--- config.mk ---
export PLATFORM = sky130hd
export DESIGN_NAME = remote_gated_transport_control
export DESIGN_NICKNAME = d
export VERILOG_FILES = /design/src/rtl/core/rgtc_pkg.sv /design/src/rtl/core/rgtc_gate.sv /design/src/rtl/core/rgtc_ctrl.sv /design/src/rtl/core/rgtc_skid.sv /design/src/rtl/core/remote_gated_transport_control.sv
export SDC_FILE = /design/constraint.sdc
export NUM_CORES = 1
export LEC_CHECK = 0
export BUFFER_PORTS_ARGS = -buffer_cell sky130_fd_sc_hd__buf_4
export CORE_UTILIZATION = 55
export DETAILED_ROUTE_END_ITERATION = 12
export PLACE_DENSITY = 0.77
export SLEW_MARGIN = 20
export SYNTH_ARGS = -nofsm -noshare
export SYNTH_HDL_FRONTEND = slang
export SYNTH_SLANG_ARGS = --single-unit
export TNS_END_PERCENT = 20
--- constraint.sdc ---
create_clock -name aclk -period 5.3 [get_ports aclk]
set_input_delay 0.795 -clock aclk [delete_from_list [all_inputs] [get_ports aclk]]
set_output_delay 0.795 -clock aclk [all_outputs]
set_load 0.05 [all_outputs]
--- src/rtl/core/rgtc_pkg.sv ---
// Shared types, codes and constants for the remote-gated transport control.
`default_nettype none
package rgtc_pkg;

    // Item function codes (s_tuser)
    localparam logic [1:0] FUNC_SCAN     = 2'd0;
    localparam logic [1:0] FUNC_EVENT    = 2'd1;
    localparam logic [1:0] FUNC_LOAD     = 2'd2;
    localparam logic [1:0] FUNC_REEVAL   = 2'd3;

    // Transport mode codes; codes above MODE_RECORDING are kept but act like other
    localparam logic [2:0] MODE_OTHER      = 3'd0;
    localparam logic [2:0] MODE_PLAY_STBY  = 3'd1;
    localparam logic [2:0] MODE_PLAYING    = 3'd2;
    localparam logic [2:0] MODE_REC_STBY   = 3'd3;
    localparam logic [2:0] MODE_RECORDING  = 3'd4;

    // Configuration register indexes
    localparam logic CFG_ON_DELAY  = 1'b0;
    localparam logic CFG_OFF_DELAY = 1'b1;

    localparam int DELAY_W = 16;
    localparam int TIME_W  = 32;
    localparam logic [DELAY_W-1:0] ON_DELAY_RESET  = 16'd50;
    localparam logic [DELAY_W-1:0] OFF_DELAY_RESET = 16'd500;

    localparam int S_TDATA_W = 40;
    localparam int M_TDATA_W = 80;

    // Transport state touched by the play/record gate
    typedef struct packed {
        logic [2:0]        mode;
        logic              play_permit;
        logic              rec_permit;
        logic              play_hold;
        logic              rec_hold;
        logic              play_begun;
        logic [TIME_W-1:0] base_ms;
        logic [TIME_W-1:0] resume_ms;
    } gate_state_t;

    // Gate result: updated state and the two pulses
    typedef struct packed {
        gate_state_t st;
        logic        stop_rec;
        logic        refresh;
    } gate_out_t;

    // Result item, laid out as m_tdata from the lowest bit up (last member lowest)
    typedef struct packed {
        logic [3:0]        pad;
        logic              refresh_pulse;
        logic              stop_rec_pulse;
        logic [TIME_W-1:0] segment_start_ms;
        logic [TIME_W-1:0] played_ms;
        logic              override_now;
        logic              play_begun;
        logic              rec_hold;
        logic              play_hold;
        logic              rec_permit;
        logic              play_permit;
        logic [2:0]        mode;
        logic              remote_en;
    } result_t;

endpackage
`default_nettype wire

--- src/rtl/core/rgtc_gate.sv ---
// Play/record permission gate: pure combinational update of the transport state.
`default_nettype none
module rgtc_gate (
    input  wire rgtc_pkg::gate_state_t   st_in,
    input  wire logic                    go,
    input  wire logic                    timing_valid,
    input  wire logic [rgtc_pkg::TIME_W-1:0] now_ms,
    output rgtc_pkg::gate_out_t          gate_out
);

    logic play_mode;
    logic rec_mode;

    assign play_mode = (st_in.mode == rgtc_pkg::MODE_PLAY_STBY) ||
                       (st_in.mode == rgtc_pkg::MODE_PLAYING);
    assign rec_mode  = (st_in.mode == rgtc_pkg::MODE_REC_STBY) ||
                       (st_in.mode == rgtc_pkg::MODE_RECORDING);

    always_comb begin
        gate_out          = '0;
        gate_out.st       = st_in;
        gate_out.stop_rec = 1'b0;
        gate_out.refresh  = 1'b0;

        // Play side: run or pause, accumulate elapsed time on pause
        if (play_mode) begin
            if (go) begin
                if (st_in.play_hold) begin
                    gate_out.st.resume_ms = now_ms;
                end
                gate_out.st.play_permit = 1'b1;
                gate_out.st.play_begun  = 1'b1;
                gate_out.st.play_hold   = 1'b0;
                gate_out.st.mode        = rgtc_pkg::MODE_PLAYING;
            end else begin
                if (!st_in.play_hold && timing_valid) begin
                    gate_out.st.base_ms = st_in.base_ms + (now_ms - st_in.resume_ms);
                end
                gate_out.st.play_permit = 1'b0;
                gate_out.st.play_hold   = 1'b1;
                if (st_in.mode == rgtc_pkg::MODE_PLAYING) begin
                    gate_out.st.mode = rgtc_pkg::MODE_PLAY_STBY;
                    gate_out.refresh = 1'b1;
                end
            end
        end

        // Record side: run, or pause and ask for a stop while recording
        if (rec_mode) begin
            if (go) begin
                gate_out.st.rec_permit = 1'b1;
                gate_out.st.rec_hold   = 1'b0;
                gate_out.st.mode       = rgtc_pkg::MODE_RECORDING;
            end else begin
                if (st_in.mode == rgtc_pkg::MODE_RECORDING) begin
                    gate_out.stop_rec = 1'b1;
                end
                gate_out.st.rec_permit = 1'b0;
                gate_out.st.rec_hold   = 1'b1;
            end
        end
    end

endmodule
`default_nettype wire

--- src/rtl/core/rgtc_ctrl.sv ---
// Debounce, item decode and state registers; builds one result per accepted item.
`default_nettype none
module rgtc_ctrl (
    input  wire logic                         aclk,
    input  wire logic                         aresetn,
    input  wire logic                         cfg_wr_en,
    input  wire logic                         cfg_index,
    input  wire logic [rgtc_pkg::DELAY_W-1:0] cfg_wdata,
    input  wire logic                         item_accept,
    input  wire logic [1:0]                   func,
    input  wire logic [rgtc_pkg::TIME_W-1:0]  now_ms,
    input  wire logic                         pin_level,
    input  wire logic                         event_on,
    input  wire logic [2:0]                   new_mode,
    input  wire logic                         new_override,
    input  wire logic                         new_time_valid,
    output rgtc_pkg::result_t                 result
);

    logic [rgtc_pkg::DELAY_W-1:0] on_delay_reg;
    logic [rgtc_pkg::DELAY_W-1:0] off_delay_reg;

    logic                        deb_level_reg, deb_level_next;
    logic                        motor_reg, motor_next;
    logic                        armed_reg, armed_next;
    logic [rgtc_pkg::TIME_W-1:0] since_reg, since_next;
    logic                        override_reg, override_next;
    logic                        tvalid_reg, tvalid_next;
    rgtc_pkg::gate_state_t       gst_reg, gst_next;

    rgtc_pkg::gate_state_t       gate_in;
    rgtc_pkg::gate_out_t         gate_res;
    logic                        run_gate;
    logic                        target;
    logic [rgtc_pkg::TIME_W-1:0] elapsed;
    logic [rgtc_pkg::DELAY_W-1:0] need;

    // Configuration writes
    always_ff @(posedge aclk) begin
        if (!aresetn) begin
            on_delay_reg  <= rgtc_pkg::ON_DELAY_RESET;
            off_delay_reg <= rgtc_pkg::OFF_DELAY_RESET;
        end else if (cfg_wr_en) begin
            if (cfg_index == rgtc_pkg::CFG_ON_DELAY) begin
                on_delay_reg <= cfg_wdata;
            end else begin
                off_delay_reg <= cfg_wdata;
            end
        end
    end

    assign target  = !pin_level;
    assign elapsed = now_ms - since_reg;
    assign need    = target ? on_delay_reg : off_delay_reg;

    // Decode the item: debounce, forced event, context load or re-evaluation
    always_comb begin
        deb_level_next = deb_level_reg;
        motor_next     = motor_reg;
        armed_next     = armed_reg;
        since_next     = since_reg;
        override_next  = override_reg;
        tvalid_next    = tvalid_reg;
        gate_in        = gst_reg;
        run_gate       = 1'b0;
        case (func)
            rgtc_pkg::FUNC_SCAN: begin
                if (target == deb_level_reg) begin
                    armed_next = 1'b0;
                end else if (!armed_reg) begin
                    armed_next = 1'b1;
                    since_next = now_ms;
                end else if (elapsed > {{(rgtc_pkg::TIME_W-rgtc_pkg::DELAY_W){1'b0}}, need}) begin
                    deb_level_next = target;
                    armed_next     = 1'b0;
                    motor_next     = target;
                    if (!target) begin
                        override_next = 1'b0;
                    end
                    run_gate = 1'b1;
                end
            end
            rgtc_pkg::FUNC_EVENT: begin
                motor_next = event_on;
                if (!event_on) begin
                    override_next = 1'b0;
                end
                run_gate = 1'b1;
            end
            rgtc_pkg::FUNC_LOAD: begin
                gate_in.mode  = new_mode;
                override_next = new_override;
                tvalid_next   = new_time_valid;
            end
            rgtc_pkg::FUNC_REEVAL: begin
                run_gate = 1'b1;
            end
            default: begin
                run_gate = 1'b0;
            end
        endcase
    end

    rgtc_gate u_gate (
        .st_in        (gate_in),
        .go           (motor_next | override_next),
        .timing_valid (tvalid_reg),
        .now_ms       (now_ms),
        .gate_out     (gate_res)
    );

    assign gst_next = run_gate ? gate_res.st : gate_in;

    // Advance state on each accepted transaction
    always_ff @(posedge aclk) begin
        if (!aresetn) begin
            deb_level_reg <= 1'b0;
            motor_reg     <= 1'b0;
            armed_reg     <= 1'b0;
            since_reg     <= '0;
            override_reg  <= 1'b0;
            tvalid_reg    <= 1'b0;
            gst_reg       <= '0;
        end else if (item_accept) begin
            deb_level_reg <= deb_level_next;
            motor_reg     <= motor_next;
            armed_reg     <= armed_next;
            since_reg     <= since_next;
            override_reg  <= override_next;
            tvalid_reg    <= tvalid_next;
            gst_reg       <= gst_next;
        end
    end

    // Assemble the result from the post-item state
    always_comb begin
        result                  = '0;
        result.remote_en        = motor_next;
        result.mode             = gst_next.mode;
        result.play_permit      = gst_next.play_permit;
        result.rec_permit       = gst_next.rec_permit;
        result.play_hold        = gst_next.play_hold;
        result.rec_hold         = gst_next.rec_hold;
        result.play_begun       = gst_next.play_begun;
        result.override_now     = override_next;
        result.played_ms        = gst_next.base_ms;
        result.segment_start_ms = gst_next.resume_ms;
        result.stop_rec_pulse   = run_gate & gate_res.stop_rec;
        result.refresh_pulse    = run_gate & gate_res.refresh;
    end

endmodule
`default_nettype wire

--- src/rtl/core/rgtc_skid.sv ---
// Two-entry result buffer: output register plus a skid register.
`default_nettype none
module rgtc_skid (
    input  wire logic          aclk,
    input  wire logic          aresetn,
    input  wire logic          in_valid,
    output logic               in_ready,
    input  wire rgtc_pkg::result_t in_data,
    output logic               out_valid,
    input  wire logic          out_ready,
    output rgtc_pkg::result_t  out_data
);

    logic              out_valid_reg;
    logic              skid_valid_reg;
    rgtc_pkg::result_t out_data_reg;
    rgtc_pkg::result_t skid_data_reg;
    logic              in_fire;
    logic              out_free;

    assign in_ready  = !skid_valid_reg;
    assign in_fire   = in_valid & in_ready;
    assign out_free  = !out_valid_reg | out_ready;
    assign out_valid = out_valid_reg;
    assign out_data  = out_data_reg;

    // Control: refill the output stage from the skid first, else from the input
    always_ff @(posedge aclk) begin
        if (!aresetn) begin
            out_valid_reg  <= 1'b0;
            skid_valid_reg <= 1'b0;
        end else if (out_free) begin
            if (skid_valid_reg) begin
                out_valid_reg  <= 1'b1;
                skid_valid_reg <= 1'b0;
            end else begin
                out_valid_reg  <= in_fire;
            end
        end else if (in_fire) begin
            skid_valid_reg <= 1'b1;
        end
    end

    // Payload: no reset needed
    always_ff @(posedge aclk) begin
        if (out_free) begin
            if (skid_valid_reg) begin
                out_data_reg <= skid_data_reg;
            end else if (in_fire) begin
                out_data_reg <= in_data;
            end
        end else if (in_fire) begin
            skid_data_reg <= in_data;
        end
    end

endmodule
`default_nettype wire

--- src/rtl/core/remote_gated_transport_control.sv ---
// Top level of the remote-gated transport control.
`default_nettype none
// Each input transaction carries a function code in s_tuser (scan the active-low
// remote pin, force the remote level, load transport context, or re-evaluate) and
// returns exactly one result transaction. The pin is debounced against the s_tdata
// time stamp with separate on and off delays (config registers 0 and 1, reset 50
// and 500 ms); a remote change or re-evaluation runs the play/record gate, which
// sets permit and pause flags, accumulates paused play time and pulses
// stop-recording and display-refresh. Debounce and gate are a single combinational
// pass into the state registers, and a new transaction is accepted every cycle
// while the output buffer is not full. A two-entry output buffer lets one more
// transaction in while a result waits on m_tready. No clearing pass follows reset.
module remote_gated_transport_control (
    input  wire logic        aclk,
    input  wire logic        aresetn,
    input  wire logic        cfg_wr_en,
    input  wire logic        cfg_index,
    input  wire logic [15:0] cfg_wdata,
    input  wire logic        s_tvalid,
    output logic             s_tready,
    // s_tdata: now_ms[31:0], pin_level[32], event_on[33], new_mode[36:34],
    //          new_override[37], new_time_valid[38], zero[39]
    input  wire logic [rgtc_pkg::S_TDATA_W-1:0] s_tdata,
    // s_tuser: func[1:0]
    input  wire logic [1:0]  s_tuser,
    output logic             m_tvalid,
    input  wire logic        m_tready,
    // m_tdata: remote_en[0], mode[3:1], play_permit[4], rec_permit[5], play_hold[6],
    //          rec_hold[7], play_begun[8], override_now[9], played_ms[41:10],
    //          segment_start_ms[73:42], stop_rec_pulse[74], refresh_pulse[75], zero[79:76]
    output logic [rgtc_pkg::M_TDATA_W-1:0] m_tdata
);

    rgtc_pkg::result_t result;
    rgtc_pkg::result_t out_result;
    logic              item_accept;

    assign item_accept = s_tvalid & s_tready;

    rgtc_ctrl u_ctrl (
        .aclk           (aclk),
        .aresetn        (aresetn),
        .cfg_wr_en      (cfg_wr_en),
        .cfg_index      (cfg_index),
        .cfg_wdata      (cfg_wdata),
        .item_accept    (item_accept),
        .func           (s_tuser),
        .now_ms         (s_tdata[31:0]),
        .pin_level      (s_tdata[32]),
        .event_on       (s_tdata[33]),
        .new_mode       (s_tdata[36:34]),
        .new_override   (s_tdata[37]),
        .new_time_valid (s_tdata[38]),
        .result         (result)
    );

    rgtc_skid u_skid (
        .aclk      (aclk),
        .aresetn   (aresetn),
        .in_valid  (s_tvalid),
        .in_ready  (s_tready),
        .in_data   (result),
        .out_valid (m_tvalid),
        .out_ready (m_tready),
        .out_data  (out_result)
    );

    assign m_tdata = out_result;

endmodule
`default_nettype wire

==> impl_metrics.csv, run 1 <==
group,metric,value,unit
sta,finalHoldViolations,0,
sta,tightestPinTransition,1.348,ns
drt,drcViolationCount,0,
critical_path,worstSetupStartpointType,"primary input",
finish,seq_area,7430,um^2
drt,drtAntennaViolNets,0,
sta,finalCritPeriodShare,99.17,%
place,io_buffers,140,
cts,clk_pin_slew,0.05,ns
die,start_util,56.26,%
grt,grt_max_degree,84,
critical_path,r2r-start,"u_ctrl.since_reg[0]",
grt,grt_pass1_vias,14920,
critical_path,rrSetupSlack,0.09,ns
critical_path,cp_max_fo,4,
drt,vias,16180,
cts,h-tree-depth,2,
pwr,p_per_area,270.7,nW/um^2
sta,drv_slew,0,
pwr,vdd_drop_max,0.0002545,V
critical_path,r2r_end,"u_skid.out_data[72]",
critical_path,setup.worst_path.start,"s_tdata[0]",
cts,numCtsBuffers,34,
drt,wl_per_cell,20.09,um
drt,routed.top_layer,"met4",
grt,antenna_found_initial,1,
finish,diodes,0,
die,io_pins,146,
yosys,synthArstFlopShare,0,%
drt,dr_wl_met3,4.265,mm
place,hpwl,33.84,mm
drt,first_pass_iters,7,
min_path,hold_depth,2,
grt,overflow,0,
place,place_ws,-0.7393,ns
die,die_h,182.4,um
sta,setup_ws,0.04409,ns
min_path,min_from,"u_ctrl.off_delay_reg[10]",
yosys,yosysUniqueCellTypes,91,
pwr,power,0.006106,W
sta,relSlewSlack,10.13,%
pwr,p_leak,8.958,nW
critical_path,end_kind,"flip-flop",
die,core_region_area,31800,um^2
critical_path,crit_required,5.61,ns
sta,fin_worst_skew,0.02154,ns
drt,drt-met1-wl,21.40,mm
yosys,synth-edff-count,152,
min_path,holdPathEnd,"u_ctrl.off_delay_reg[10]",
status,status,"completed",
yosys,netlist_area,17890,um^2
sta,rsz0062_at_grt,"yes",
finish,postLayoutCellArea,22560,um^2
sta,tns,0,ns
place,gp_congestion,0.9224,
drt,totalWireLength,53.31,mm
die,die_x,182.4,um
yosys,synthFlopType,"edfxtp_1",
yosys,ys_seq_area_share,41.51,%
flow_run,drv_cap,0,
cts,cts_root_buf,"clkbuf_16",
drt,drt_first_iter_violations,1911,
drt,vias_per_cell,6.099,
critical_path,rr_worst_depth,26,
cts,cts_tree,"yes",
grt,grt_pass1_wl,77.15,mm
finish,drive_gt1_share,21.96,%
yosys,synthCells,1972,
yosys,synth_seq_cells,295,
yosys,yosysWarnings,0,
finish,n_fill_cell,2292,
cts,clkSinkCount,295,
grt,gr-usage-all-layers,28.73,%
sta,fmax,190.3,MHz
cts,clockBufferDepth,3,
die,dieArea,33250,um^2
sta,finalCriticalPeriod,5.256,ns
yosys,syn_area_per_cell,9.072,um^2
die,fp-row-count,65,
finish,syn2layout_area_growth,26.09,%
sta,setup_viol,0,
cts,clock_latency,0.52,ns
critical_path,critical_path_class,"primary input to flip-flop",
critical_path,cp.arrival,5.57,ns
finish,multiInputGateArea,9907,um^2
min_path,min_path_type,"flip-flop to flip-flop",
drt,routed-wl-met2,25.56,mm
finish,fin_nets,2371,
place,placed_area,20100,um^2
cell usage in the layout, fill, tap and decap left out, types with 8 or more instances in the layout:
master | Yosys | routed
a211oi_1 | 10 | 10
a21o_1 | 24 | 24
a21oi_1 | 203 | 199
a31oi_1 | 34 | 34
and2_1 | 12 | 12
buf_12 | 0 | 15
buf_4 | 9 | 262
buf_6 | 9 | 9
clkbuf_1 | 76 | 10
clkbuf_16 | 0 | 49
dfxtp_1 | 143 | 141
edfxtp_1 | 152 | 152
fa_1 | 32 | 31
ha_1 | 79 | 78
inv_1 | 175 | 174
mux2_1 | 29 | 25
mux2_2 | 17 | 15
mux2_4 | 3 | 10
mux2i_1 | 23 | 22
nand2_1 | 243 | 243
nand2b_1 | 14 | 13
nand3_1 | 115 | 112
nand4_1 | 11 | 11
nor2_1 | 77 | 74
nor3_1 | 24 | 23
o21a_1 | 14 | 13
o21ai_0 | 84 | 81
o21ai_1 | 61 | 63
o21bai_1 | 13 | 13
o311ai_1 | 32 | 25
o311ai_2 | 1 | 24
o311ai_4 | 0 | 17
or3_1 | 9 | 8
xnor2_1 | 40 | 40
xor2_1 | 10 | 10
layout make-up:
cell class | instances | area share [%]
multi-input cells | 1376 | 43.92
clock buffers | 49 | 4.293
repair buffers | 312 | 13.21
well taps | 435 | 2.413
clock inverters | 9 | 0.2718
flip-flops and latches | 295 | 32.93
inverters | 177 | 2.967
worst max-delay path by stage:
stage | endpoint | slack [ns] | depth (start not counted)
2_1_floorplan | u_skid.skid_data_reg[51] | 0.004 | 22
3_3_place_gp | u_skid.skid_data_reg[42] | -0.66 | 27
3_5_place_dp | u_skid.out_data[73] | -0.74 | 25
4_1_cts | u_skid.out_data[5] | -0.02 | 27
5_1_grt | u_skid.skid_data_reg[63] | -0.18 | 27
6_report | u_skid.out_data[72] | 0.04 | 28
logic make-up (layout without fill, tap and decap cells):
family	Yosys count	count (layout)	synth area share [%]
AOI/OAI and AO/OA	592	592	21.15
and+or+nand+nor	546	546	14.13
buffers and inverters	305	547	7.196
DFF	295	295	41.51
adders and majority gates	111	111	9.106
muxes	72	73	4.434
xor gates and xnor gates	50	50	2.448
other	1	4	0.02096
critical path: stages:
cell and delay [ns]:
buf_8 0.08, inv_4 0.03, ha_4 0.16, fa_2 0.36, nand2b_4 0.16, a21oi_4 0.21, o32a_1 0.22, a21oi_2 0.08
xnor2_1 0.13, ha_1 0.31, buf_4 0.11, nand4_1 0.13, nor4_2 0.22, buf_4 0.17, a41o_1 0.15, o21a_1 0.13
o21ai_2 0.06, a2111oi_2 0.20, nand4b_1 0.15, buf_6 0.17, nor3_4 0.15, buf_6 0.13, mux2i_4 0.31, nand3_4 0.20
buf_12 0.20, clkbuf_16 0.16, buf_6 0.13, o311ai_4 0.25
synthesized netlist by cell type (33+ instances only):
cell type	count	area share, %
o311ai_0	33	1.6
clkbuf_1	76	1.6
a31oi_1	34	1.2
edfxtp_1	152	26
a21oi_1	203	5.7
inv_1	175	3.7
buf_2	33	0.92
o21ai_1	61	1.7
xnor2_1	40	2.0
nand2_1	243	5.1
dfxtp_1	143	16
o21ai_0	84	2.3
ha_1	79	5.5
nor2_1	77	1.6
nand3_1	115	3.2
power by group:
group          total (W)  internal, W  switching (W)
clock            0.00221      0.00127       0.000939
combinational    0.00139     0.000540       0.000849
sequential       0.00250      0.00247      0.0000338
total            0.00611      0.00428        0.00182
metrics by stage:
stage	hold slack [ns]	std cells	utilization (%)
finish	0.4567	2653	70.94
detailed placement	0.4466	2552	63.20
global route	0.4743	2653	70.94
floorplan	0.4329	1975	-
global placement	0.4393	2552	63.20
CTS	0.4541	2623	67.59
routing by layer:
layer | up-vias | global-route usage (%)
met2 | 864 | 47.94
met3 | 154 | 4.191
met5 | - | 0
li1 | 7544 | -
met1 | 7618 | 38.68
met4 | 0 | 8.672
what timing repair did:
item | 4_1_cts | 5_1_grt
endpoints found under the hold margin | 0 | 0
hold buffers | 0 | 0
gates resized for setup | 55 | 88
endpoints found under the setup margin | 171 | 205
pin swaps | 11 | 38
buffers inserted | 9 | 14
cloned | 4 | 16
Power figures use the tool's default switching activity.
==> inputs of run 2 (changes only) <==
--- a/config.mk
+++ b/config.mk
@@ -5,6 +5,7 @@
 export SDC_FILE = /design/constraint.sdc
 export NUM_CORES = 1
 export LEC_CHECK = 0
+export ABC_AREA = 1
 export BUFFER_PORTS_ARGS = -buffer_cell sky130_fd_sc_hd__buf_4
 export CORE_UTILIZATION = 55
 export DETAILED_ROUTE_END_ITERATION = 12
==> impl_metrics.csv, run 2 <==
group,metric,value,unit
status,status,"completed",
critical_path,crit_top_cell,"nand2_1",
cts,clockBufferDepth,3,
sta,fin_worst_skew,0.03223,ns
min_path,min_path_type,"flip-flop to flip-flop",
finish,fin_nets,2671,
drt,drt-met1-wl,20.07,mm
yosys,synth_top_area_share,25.40,%
yosys,yosysUniqueCellTypes,48,
die,die_h,182.8,um
drt,drcViolationCount,0,
die,start_util,56.36,%
finish,final_common_cell,"nand2_1",
finish,syn2layout_area_growth,14.02,%
sta,whs,0.4616,ns
critical_path,critPathSlowestCell,"fa_1",
yosys,yosysTopAreaCell,"edfxtp_1",
cts,numCtsBuffers,34,
pwr,p_per_area,328.0,nW/um^2
critical_path,end_kind,"flip-flop",
yosys,synthArstFlopShare,0,%
yosys,yosysWarnings,0,
sta,relSlewSlack,31.28,%
pwr,p_leak,10.43,nW
pwr,vdd_drop_max,0.0002743,V
yosys,ys_seq_area_share,41.33,%
cts,clk_pin_slew,0.06,ns
sta,rsz0062_at_grt,"no",
cts,clock_latency,0.51,ns
sta,setup_viol,0,
yosys,synth-edff-count,152,
cts,h-tree-depth,2,
cts,cts.repair.resized,0,
cts,cts_root_buf,"clkbuf_16",
grt,grt_max_degree,85,
finish,drive_gt1_share,11.15,%
drt,drtAntennaViolNets,0,
sta,tns,0,ns
die,core_region_area,31880,um^2
critical_path,critPathMaxStageDelay,0.40,ns
drt,dr_wl_met3,2.990,mm
die,dieArea,33400,um^2
grt,gr-usage-all-layers,27.14,%
place,gp_congestion,0.9482,
critical_path,critical_path_class,"primary input to flip-flop",
sta,finalCritPeriodShare,88.68,%
yosys,synth_area_leaders,"edfxtp_1 25%, dfxtp_1 16%, nand2_1 13%",
drt,routed.top_layer,"met4",
cts,cts_hold_buf,0,
yosys,netlist_area,17970,um^2
cts,clkSinkCount,295,
drt,drt_first_iter_violations,1475,
flow_run,drv_cap,0,
drt,totalWireLength,44.98,mm
sta,drv_slew,0,
yosys,ys_top_cells_by_count,"634 x nand2_1, 420 x inv_1, 221 x nor2_1, 152 x edfxtp_1, 143 x dfxtp_1",
yosys,synth.most_common_cell,"nand2_1",
critical_path,cp.arrival,5.04,ns
drt,wl_per_cell,15.22,um
die,die_x,182.8,um
grt,overflow,0,
yosys,synthFlopType,"edfxtp_1",
critical_path,crit_family,"simple AND/OR/NAND/NOR gates",
sta,fmax,212.8,MHz
critical_path,worstSetupStartpointType,"primary input",
drt,first_pass_iters,5,
place,hpwl,33.43,mm
critical_path,cp_max_fo,14,
yosys,synth_seq_cells,295,
drt,vias,15520,
yosys,syn_area_per_cell,7.518,um^2
grt,grt_pass1_wl,72.22,mm
finish,mostFrequentLayoutCells,"634 x nand2_1, 419 x inv_1, 218 x nor2_1",
critical_path,crit_required,5.64,ns
yosys,synthCells,2390,
drt,vias_per_cell,5.250,
sta,finalCriticalPeriod,4.700,ns
place,io_buffers,140,
sta,tightestPinTransition,1.027,ns
grt,grt_pass1_vias,14370,
cts,post_cts_buffers,0,
die,io_pins,146,
grt,antenna_found_initial,0,
die,fp-row-count,65,
cts,cts_tree,"yes",
drt,routed-wl-met2,20.97,mm
critical_path,timing.critical_path.buf_inv,5,
sta,finalHoldViolations,0,
finish,diodes,0,
[run 2: worst paths after layout]
check                      endpoint                   start  depth (start not counted)  slack, ns
max             u_skid.out_data[38]              s_tdata[0]                         29       0.60
min          u_ctrl.on_delay_reg[0]  u_ctrl.on_delay_reg[0]                          2       0.46
max reg2reg     u_skid.out_data[73]     u_ctrl.since_reg[5]                         29       0.79
min reg2reg  u_ctrl.on_delay_reg[0]  u_ctrl.on_delay_reg[0]                          2       0.46
[run 2: worst min-delay path, stage by stage, from the launching register on]
cell	delay (ns)
dfxtp_1	0.30
inv_1	0.06
a21oi_1	0.06
[run 2: where the power goes]
part / internal, W / switching [W]
clock network: 0.00139 / 0.000925
logic: 0.000603 / 0.00117
registers: 0.00256 / 0.0000710
[run 2: final cells by class]
cell class | count | area, um^2
Fill cell | 2794 | 11390
Multi-Input combinational cell | 1569 | 8504
Sequential cell | 295 | 7428
Inverter | 437 | 1642
Timing Repair Buffer | 159 | 1256
Clock buffer | 48 | 974.7
Tap cell | 435 | 544.3
Clock inverter | 12 | 137.6
[run 2: kinds of logic (layout without fill, tap and decap cells)]
group,Yosys count,in the layout,share of synthesized area [%]
other,1,4,0.02087
multiplexers,15,15,0.8356
XOR/XNOR,47,47,2.291
buffers and inverters,529,656,11.55
adder cells (fa/ha/maj),111,111,9.066
AND/OR/NAND/NOR,1075,1075,25.47
flip-flops,295,295,41.33
AO/OA/AOI/OAI,317,317,9.428
[run 2: layer usage]
layer / GRT usage, % / vias up
met5: 0 / -
met1: 37.23 / 7114
met3: 3.197 / 72
met4: 6.992 / 0
met2: 45.59 / 514
li1: - / 7815
[run 2: metrics by stage]
stage	setup slack, ns	cell area (um^2)	total power [W]	utilization (%)	std cells
floorplan	0.3263	17980	0.003984	-	2393
CTS	0.6548	20490	0.006746	64.26	2955
finish	0.6002	20490	0.006719	64.26	2955
global route	0.3602	20490	0.007070	64.26	2955
detailed placement	0.1292	19370	0.004430	60.77	2895
global placement	0.2600	19370	0.004383	60.77	2895
==> inputs of run 3 (changes only) <==
--- a/config.mk
+++ b/config.mk
@@ -7,9 +7,9 @@
 export LEC_CHECK = 0
 export ABC_AREA = 1
 export BUFFER_PORTS_ARGS = -buffer_cell sky130_fd_sc_hd__buf_4
-export CORE_UTILIZATION = 55
+export CORE_UTILIZATION = 60
 export DETAILED_ROUTE_END_ITERATION = 12
-export PLACE_DENSITY = 0.77
+export PLACE_DENSITY = 0.8
 export SLEW_MARGIN = 20
 export SYNTH_ARGS = -nofsm -noshare
 export SYNTH_HDL_FRONTEND = slang
==> constraint.sdc (replaced) <==
create_clock -name aclk -period 5.8 [get_ports aclk]
set_input_delay 0.87 -clock aclk [delete_from_list [all_inputs] [get_ports aclk]]
set_output_delay 0.87 -clock aclk [all_outputs]
set_load 0.05 [all_outputs]
==> impl_metrics.csv, run 3 (synthesis gave the netlist of run 2 again) <==
group,metric,value,unit
sta,tns,0,ns
die,start_util,61.77,%
drt,vias,15740,
die,die_x,175.1,um
cts,cts_root_buf,"clkbuf_16",
critical_path,crit_required,6.27,ns
finish,drive_gt1_share,11.17,%
drt,drcViolationCount,0,
die,fp-row-count,62,
grt,overflow,0,
sta,fin_worst_skew,0.01872,ns
cts,clockBufferDepth,3,
critical_path,r2r_end,"u_ctrl.gate_in[61]",
die,dieArea,30640,um^2
place,io_buffers,140,
critical_path,critPathMaxStageDelay,0.41,ns
grt,grt_pass1_wl,74.55,mm
cts,clkSinkCount,295,
die,core_region_area,29090,um^2
min_path,hold_depth,2,
sta,rsz0062_at_grt,"no",
sta,finalCriticalPeriod,4.827,ns
sta,drv_slew,0,
pwr,power,0.006242,W
min_path,min_from,"u_ctrl.on_delay_reg[0]",
cts,post_cts_buffers,0,
place,hpwl,34.13,mm
finish,fin_nets,2666,
sta,tightestPinTransition,1.025,ns
finish,final_common_cell,"nand2_1",
flow_run,drv_cap,0,
drt,drt_first_iter_violations,1502,
min_path,holdPathEnd,"u_ctrl.on_delay_reg[0]",
grt,gr-usage-all-layers,30.43,%
pwr,p_per_area,305.8,nW/um^2
drt,first_pass_iters,8,
finish,mostFrequentLayoutCells,"634 x nand2_1, 419 x inv_1, 218 x nor2_1",
critical_path,critPathSlowestCell,"fa_1",
sta,whs,0.4575,ns
sta,relSlewSlack,31.67,%
cts,numCtsBuffers,31,
die,io_pins,146,
finish,layout.cells.non_filler,2900,
sta,fmax,207.2,MHz
critical_path,rr_worst_depth,29,
drt,wl_per_cell,16.12,um
place,placed_area,19260,um^2
finish,diodes,0,
cts,cts_tree,"yes",
critical_path,r2r-start,"u_ctrl.since_reg[11]",
status,status,"completed",
critical_path,critical_path_class,"primary input to flip-flop",
min_path,min_path_type,"flip-flop to flip-flop",
pwr,vdd_drop_max,0.0002278,V
critical_path,cp.arrival,5.30,ns
die,die_h,175.1,um
cts,h-tree-depth,1,
cts,clock_latency,0.59,ns
place,gp_congestion,0.9215,
drt,totalWireLength,46.76,mm
sta,setup_viol,0,
place,dp_cells,2842,
critical_path,timing.critical_path.buf_inv,6,
critical_path,rrSetupSlack,1.12,ns
critical_path,crit_family,"simple AND/OR/NAND/NOR gates",
finish,postLayoutCellArea,20410,um^2
sta,finalCritPeriodShare,83.23,%
cts,cts_hold_buf,0,
drt,vias_per_cell,5.426,
critical_path,end_kind,"flip-flop",
cts,clk_pin_slew,0.06,ns
grt,grt_pass1_vias,14810,
grt,antenna_found_initial,0,
sta,finalHoldViolations,0,
critical_path,cp_max_fo,36,
finish,syn2layout_area_growth,13.59,%
pwr,p_leak,10.45,nW
critical_path,worstSetupStartpointType,"primary input",
grt,grt_max_degree,93,
cts,cts.repair.resized,0,
drt,drtAntennaViolNets,0,
## run 3: report_power, final
| part | leakage [nW] | internal, W | switching, W |
|---|---|---|---|
| Sequential | 2.64 | 0.00234 | 0.0000627 |
| Clock | 0.571 | 0.00135 | 0.000865 |
| Combinational | 7.24 | 0.000546 | 0.00108 |
| Total | 10.4 | 0.00423 | 0.00201 |
## run 3: layout make-up
class | count | area [um^2]
fill | 2360 | 8681
inverter | 437 | 1642
clock inverter | 14 | 222.7
sequential | 295 | 7428
timing repair buffer | 157 | 1204
clock buffer | 44 | 928.4
tap | 384 | 480.5
multi-input combinational | 1569 | 8504
## run 3: worst max path at each step
stage                     from                      end  slack (ns)  cells after the start
floorplan             s_tvalid  u_skid.skid_data_reg[0]        0.75                      5
global placement    s_tdata[0]      u_skid.out_data[26]        0.50                     28
detailed placement  s_tdata[0]      u_skid.out_data[39]        0.42                     28
CTS                 s_tdata[0]      u_skid.out_data[15]        1.03                     28
global route        s_tdata[0]       u_ctrl.gate_in[44]        0.62                     33
finish              s_tdata[0]       u_ctrl.gate_in[61]        0.97                     30
## run 3: worst min-delay path: stages, from the launching register on
cell and delay [ns]:
dfxtp_1 0.30, inv_1 0.06, a21oi_1 0.06
## run 3: stage by stage
step | utilization, % | setup WS, ns
2_1_floorplan | - | 0.7513
3_3_place_gp | 66.20 | 0.4995
3_5_place_dp | 66.20 | 0.4168
4_1_cts | 70.15 | 1.029
5_1_grt | 70.16 | 0.6185
6_report | 70.16 | 0.9728
## run 3: routing by layer
| layer | vias up | global-route usage (%) | wire length, um |
|---|---|---|---|
| met2 | 587 | 50.50 | 21510 |
| met1 | 7268 | 41.23 | 20070 |
| met4 | 0 | 9.384 | 1489 |
| met3 | 81 | 4.199 | 3687 |
| met5 | - | 0 | 0 |
| li1 | 7799 | - | - |
